===== src/hw/rtl/sbrq_pkg.sv =====
// Package for the sporadic budget refill queue: payload types, config codes, reset values.
// No dependencies.
`timescale 1ns / 1ps

package sbrq_pkg;

  localparam int unsigned DataW          = 64;
  localparam int unsigned CountW         = 5;
  localparam int unsigned CfgIdxW        = 3;
  localparam int unsigned DefMaxRefills  = 16;
  localparam int unsigned DivSteps       = DataW;

  localparam logic [DataW-1:0]  RstPeriod    = 64'd10000;
  localparam logic [DataW-1:0]  RstMinBudget = 64'd2;
  localparam logic [CountW-1:0] RstLimit     = 5'd16;
  localparam logic [DataW-1:0]  RstWcet      = 64'd0;
  localparam logic [DataW-1:0]  RstInitBudget = 64'd10000;

  typedef enum logic [CfgIdxW-1:0] {
    CFG_PERIOD       = 3'd0,
    CFG_MIN_BUDGET   = 3'd1,
    CFG_REFILL_LIMIT = 3'd2,
    CFG_KERNEL_WCET  = 3'd3,
    CFG_INIT_BUDGET  = 3'd4
  } sbrq_cfg_e;

  typedef struct packed {
    logic [DataW-1:0] usage;
    logic [DataW-1:0] capacity;
    logic [DataW-1:0] now;
  } sbrq_in_t;

  typedef struct packed {
    logic [DataW-1:0]  head_amount;
    logic [DataW-1:0]  head_time;
    logic [CountW-1:0] refill_count;
    logic              head_ready;
  } sbrq_out_t;

  typedef struct packed {
    logic [DataW-1:0] tim;
    logic [DataW-1:0] amt;
  } sbrq_word_t;

  typedef struct packed {
    logic             done;
    logic [DataW-1:0] rem;
    logic [DataW-1:0] acc;
  } sbrq_div_res_t;

endpackage


===== src/hw/rtl/sbrq_div.sv =====
// Bit-serial divider: remainder of dividend / divisor and quotient * period (mod 2^64).
// Depends on sbrq_pkg.
`timescale 1ns / 1ps

module sbrq_div
  import sbrq_pkg::*;
(
  input  logic             clk_i,
  input  logic             rst_ni,
  input  logic             start_i,
  input  logic [DataW-1:0] dividend_i,
  input  logic [DataW-1:0] divisor_i,
  input  logic [DataW-1:0] period_i,
  output sbrq_div_res_t    res_o
);

  localparam int unsigned CntW = $clog2(DivSteps);

  logic            busy_q, busy_d, done_q, done_d;
  logic [CntW-1:0] cnt_q, cnt_d;
  logic [DataW-1:0] rem_q, rem_d, dvd_q, dvd_d, acc_q, acc_d, dvs_q, dvs_d, per_q, per_d;
  logic [DataW:0]  trial, diff;
  logic            ge;

  assign trial = {rem_q, dvd_q[DataW-1]};
  assign diff  = trial - {1'b0, dvs_q};
  assign ge    = trial >= {1'b0, dvs_q};

  always_comb begin
    busy_d = busy_q;
    done_d = 1'b0;
    cnt_d  = cnt_q;
    rem_d  = rem_q;
    dvd_d  = dvd_q;
    acc_d  = acc_q;
    dvs_d  = dvs_q;
    per_d  = per_q;
    if (start_i) begin
      busy_d = 1'b1;
      cnt_d  = '0;
      rem_d  = '0;
      dvd_d  = dividend_i;
      acc_d  = '0;
      dvs_d  = divisor_i;
      per_d  = period_i;
    end else if (busy_q) begin
      rem_d = ge ? diff[DataW-1:0] : trial[DataW-1:0];
      dvd_d = {dvd_q[DataW-2:0], 1'b0};
      acc_d = {acc_q[DataW-2:0], 1'b0} + (ge ? per_q : '0);
      cnt_d = cnt_q + 1'b1;
      if (cnt_q == CntW'(DivSteps - 1)) begin
        busy_d = 1'b0;
        done_d = 1'b1;
      end
    end
  end

  always_ff @(posedge clk_i or negedge rst_ni) begin
    if (!rst_ni) begin
      busy_q <= 1'b0;
      done_q <= 1'b0;
      cnt_q  <= '0;
    end else begin
      busy_q <= busy_d;
      done_q <= done_d;
      cnt_q  <= cnt_d;
    end
  end

  always_ff @(posedge clk_i) begin
    rem_q <= rem_d;
    dvd_q <= dvd_d;
    acc_q <= acc_d;
    dvs_q <= dvs_d;
    per_q <= per_d;
  end

  assign res_o = '{done: done_q, rem: rem_q, acc: acc_q};

endmodule


===== config.mk =====
export PLATFORM = sky130hd
export DESIGN_NAME = sbrq_div
export DESIGN_NICKNAME = d
export VERILOG_FILES = /design/src/hw/rtl/sbrq_pkg.sv /design/src/hw/rtl/sbrq_div.sv
export SDC_FILE = /design/constraint.sdc
export NUM_CORES = 1
export LEC_CHECK = 0
export BUFFER_PORTS_ARGS = -buffer_cell sky130_fd_sc_hd__buf_2
export CAP_MARGIN = 20
export CORE_MARGIN = 10
export CORE_UTILIZATION = 52
export DETAILED_ROUTE_END_ITERATION = 10
export PLACE_DENSITY = 0.8
export SKIP_CTS_REPAIR_TIMING = 1
export SLEW_MARGIN = 0
export SYNTH_ARGS = -nofsm -noshare
export SYNTH_HDL_FRONTEND = slang
export SYNTH_SLANG_ARGS = --single-unit

===== constraint.sdc =====
create_clock -name clk_i -period 5.78 [get_ports clk_i]
set_clock_uncertainty 0.1 [all_clocks]
set_input_delay 1.156 -clock clk_i [delete_from_list [all_inputs] [get_ports clk_i]]
set_output_delay 1.156 -clock clk_i [all_outputs]
set_load 0.1 [all_outputs]

Word level (Yosys, flattened, before mapping) --
Cells that the tools add are included. Widths: inputs -> output; s select.
Cells by class: reduce and logical (&&, ||, !) cells 1, mux-type cells 12, order comparisons 1, add/subtract/negate cells 3, eq/ne operators 1
Operators with widths (count):
- $mux 64 | 4
- $ge 65x64->1 | 1
- $add 64x64->64 | 1
- $sub 64x64->64 | 1
- $mux 6 | 2
- $add 6x1->6 const B | 1
- $eq 6x6->1 const B | 1
- $mux 1 | 6
- $reduce_bool 2->1 | 1
Word-level totals: logic and storage cells 26, bits in registers 328, output and inout bits 129, bits of input ports 195

Logic depth before layout (Yosys ltp) --
word-level depth 4, gate-level depth with buffers 27

Least setup slack after synthesis --
OpenSTA, ideal clock, no wires.
path kind reg-to-reg, start point register rem_q[5], end point register acc_q[63], cell stages (with the launch flop) 26, arrival 6293 ps, setup time 86 ps, data required time 5594 ps, period minus slack after synthesis 6479 ps, slack -699 ps, cell sequence dfxtp_1 -> ha_1 -> a21o_1 -> or3_1 -> o2111ai_2 -> a2111oi_2 -> o41ai_1 -> a211o_1 -> and2_1 -> o31a_1 -> buf_2 -> clkbuf_1 -> nor2b_1 -> ha_1 -> fa_1 -> a211oi_1 -> o21ai_0 -> a21oi_1 -> a2111o_1 -> nand2_1 -> a21oi_1 -> o21a_1 -> nor2_1 -> o31ai_1 -> xor3_1 -> a211oi_1
On the way: cells in the longest elaborated chain, start to end 3
RTL lines:
- from (decl) | line sbrq_div.sv:21 | logic [DataW-1:0] rem_q, rem_d, dvd_q, dvd_d, acc_q, acc_d, dvs_q, dvs_d, per_q, per_d;
- from (signal assigned) | line sbrq_div.sv:71 | rem_q <= rem_d;
- $ge 65x64->1 | line sbrq_div.sv:27 | assign ge = trial >= {1'b0, dvs_q};
- $mux 64 | line sbrq_div.sv:49 | acc_d = {acc_q[DataW-2:0], 1'b0} + (ge ? per_q : '0);
- $add 64x64->64 | line sbrq_div.sv:49
- to (signal assigned) | line sbrq_div.sv:73 | acc_q <= acc_d;
- to (decl) | line sbrq_div.sv:21
Every way passes these cells. A chain may end at the register's enable or synchronous reset.

Worst setup path in the final report --
start point register dvs_q[1], end point register acc_q[56]
On the way: cells in the longest elaborated chain, start to end 3
RTL lines:
- from (decl) | line sbrq_div.sv:21
- from (signal assigned) | line sbrq_div.sv:74 | dvs_q <= dvs_d;
- $ge 65x64->1 | line sbrq_div.sv:27
- $mux 64 | line sbrq_div.sv:49
- $add 64x64->64 | line sbrq_div.sv:49
Every way passes these cells.

==> metrics <==
Int Pwr=0.00634 W; Worst-Skew Late Latency=560 ps; commonest non-fill, non-tap cell in the layout=buf_2; Final Max Tran Viols=0; dpl cells=2,978; final period demand of the worst path=5600 ps; Worst setup EP type=register; Multi-input gate area=0.0106 mm^2; Final ANT Viol Nets=0; first-pass GRT wire length=92,500 um; die height=214 um; Initial Utilization=0.531; Max Cap Viol=0; Seq/Total Area, Yosys=0.436; EDFF count, synth=192; Rel. slew slack=0.365; Async S/R FF share, synth=0.0244; Synth Instances=2,047; Final setup viols=0; leak pwr=11.4 nW; worst vdd ir=308 uV; overflow left after global routing=0; TritonCTS clock tree=yes; Worst Hold Class=input port to async pin; # DRC=0; core area=0.0369 mm^2; CP Launch Point=dvs_q[1]; Fillers=2,931; CTS root buf=clkbuf_16; GR Util met2=0.400; post-route setup slack=180 ps; Non-Filler Instances=3,059; area grow syn2layout=26.4%; CP max FO=7; drt wl/cell=19.3 um; status=finished clean; vias in the first global route=17,100; Post-Syn Nets=2,371; Main synth FF type=edfxtp_1; initial antenna violation count=4; Die W=214 um; gpl congestion=0.949; fraction of layout cells with a size suffix above 1=0.301; Net Sw Power=0.00572 W; clock buffer depth=3; clock power share=0.200; met1 usage=0.310; IO buf count=323; pwr dens=488 mW/mm^2; switching portion of total power=0.474; total power=0.0121 W; setup TNS=0 ps; M3 GR Usage=0.0610; Synth cell types=78; fmax=179 MHz; nets@finish=2,849; via count=17,100; DP Wirelength=44,200 um; Hold Vio Cnt, Final=0; cell area after synthesis=0.0196 mm^2; CTS Buf Count=38; drt total wl=59,100 um; drt first-iter violations=1,103; crit path DAT=5930 ps; Crit Reg-Reg Startpoint=dvs_q[1]; Std-Cell Rows=70; sequential share of power=0.270; largest net degree at the start of global routing=90; mean post-synth cell area=9.56 um^2; WS Path Type=register to register; Global Route Usage Sum=0.246; area of the die=0.0458 mm^2; boundary pin count=324; Vias/cell=5.59; slew of the pin with the lowest slew margin=952 ps; CTS sink count=328; Final Cycle Share=0.969; Placement Setup Slack=-353 ps; clock-pin slew on the worst setup and hold paths=60 ps; commonest cells after routing, fill and taps aside=buf_2, buf_4, nor2_1, edfxtp_1, a21oi_1; Crit path required time=6110 ps; synth warn=0; drt pass-1 iters=5; combinational share of power=0.529; Storage cell area=0.00862 mm^2; critical path startpoint category=register; GRT Max-Usage Layer=met2; H-Tree Depth=2; Synth Register Bits=328
[metrics by stage]
stage               cell area (um^2)  hold WS (ps)  utilization
finish                         24700           329        0.671
CTS                            24300           307        0.660
detailed placement             23100           370        0.626
global route                   24700           329        0.671
global placement               23100           360        0.626
floorplan                      19700           336            -
[per-layer routing]
metal | part of all wire | routed length (um)
met4 | 0.032 | 1900
met3 | 0.073 | 4340
met5 | 0.00046 | 27
met1 | 0.43 | 25400
met2 | 0.46 | 27400
[path summary, 6_finish.rpt]
path | end | slack, ps | depth (start not counted)
max | acc_q[56] | 180 | 27
min | done_q | 330 | 1
max reg2reg | acc_q[56] | 180 | 27
min reg2reg | acc_q[59] | 370 | 2
max in group asynchronous | busy_q | 5060 | 1
min in group clk_i | acc_q[59] | 370 | 2
[state kept, by name, indices dropped and copies added, names as in the netlist]
signal,count
busy_q,1
per_q,64
done_q,1
rem_q,64
dvd_q,64
dvs_q,64
cnt_q,6
acc_q,64
[area by class of cell]
class | instances | share of cell area
multi-input combinational | 1512 | 0.427
timing repair buffer | 543 | 0.133
antenna | 1 | 0.000101
sequential | 328 | 0.348
clock buffer | 53 | 0.0432
tap | 504 | 0.0255
inverter | 102 | 0.0155
clock inverter | 16 | 0.00713
[worst max-delay path: stages, from the launching register on]
cell	delay, ps
edfxtp_1	370
inv_2	60
ha_4	280
nand2b_4	70
a21oi_4	190
o2111ai_4	150
a2111oi_4	360
o41ai_2	90
buf_4	150
a211o_1	270
and2_4	170
o31a_4	410
buf_6	160
nor2b_1	110
ha_1	250
o21ai_1	120
nor2_1	70
o31a_1	330
a221o_1	360
a41oi_4	230
o21ai_2	120
a221oi_2	300
o41ai_2	110
buf_4	150
buf_4	140
a21oi_2	120
xor2_1	140
o21ai_0	90
[power groups by stage]
stage | logic (W) | clock network [W] | registers, W
after floorplan | 0.00263 | 0 | 0.00522
after detailed placement | 0.00620 | 0 | 0.00330
final | 0.00639 | 0.00242 | 0.00326
after CTS | 0.00624 | 0.00247 | 0.00325
after global routing | 0.00683 | 0.00255 | 0.00331
after global placement | 0.00612 | 0 | 0.00328
[cells by family after synthesis]
logic type,count (synthesis),share of synthesized area
compound gates,612,0.198
simple gates,558,0.134
flops,328,0.436
buf+inv,207,0.0421
fa+ha+maj,129,0.0832
xor+xnor,116,0.0527
mux,97,0.0537
[cell usage after synthesis (7+ instances only)]
| cell type | number | area (um^2) |
|---|---|---|
| edfxtp_1 | 192 | 5770 |
| o21ai_1 | 9 | 45.0 |
| a221oi_1 | 7 | 61.3 |
| and3_1 | 7 | 43.8 |
| xnor2_1 | 68 | 596 |
| a31oi_1 | 19 | 119 |
| nor3_1 | 30 | 150 |
| nor2_1 | 203 | 762 |
| mux2_2 | 63 | 709 |
| nor2b_1 | 74 | 463 |
| a22o_1 | 13 | 114 |
| xor2_1 | 47 | 412 |
| a211oi_1 | 59 | 443 |
| nand2b_1 | 13 | 81.3 |
| ha_1 | 127 | 1590 |
| dfxtp_1 | 128 | 2560 |
| nand4_1 | 41 | 257 |
| dfrtp_1 | 8 | 200 |
| a21o_1 | 73 | 548 |
| buf_2 | 10 | 50.1 |
| clkbuf_1 | 85 | 319 |
| nand2_1 | 135 | 507 |
| o21ai_0 | 134 | 671 |
| o21a_1 | 16 | 120 |
| mux2i_1 | 33 | 330 |
| nand3_1 | 18 | 90.1 |
| inv_1 | 102 | 383 |
| a21oi_1 | 186 | 931 |
| o21bai_1 | 29 | 218 |
No activity file was read; power rests on OpenSTA's default activity.
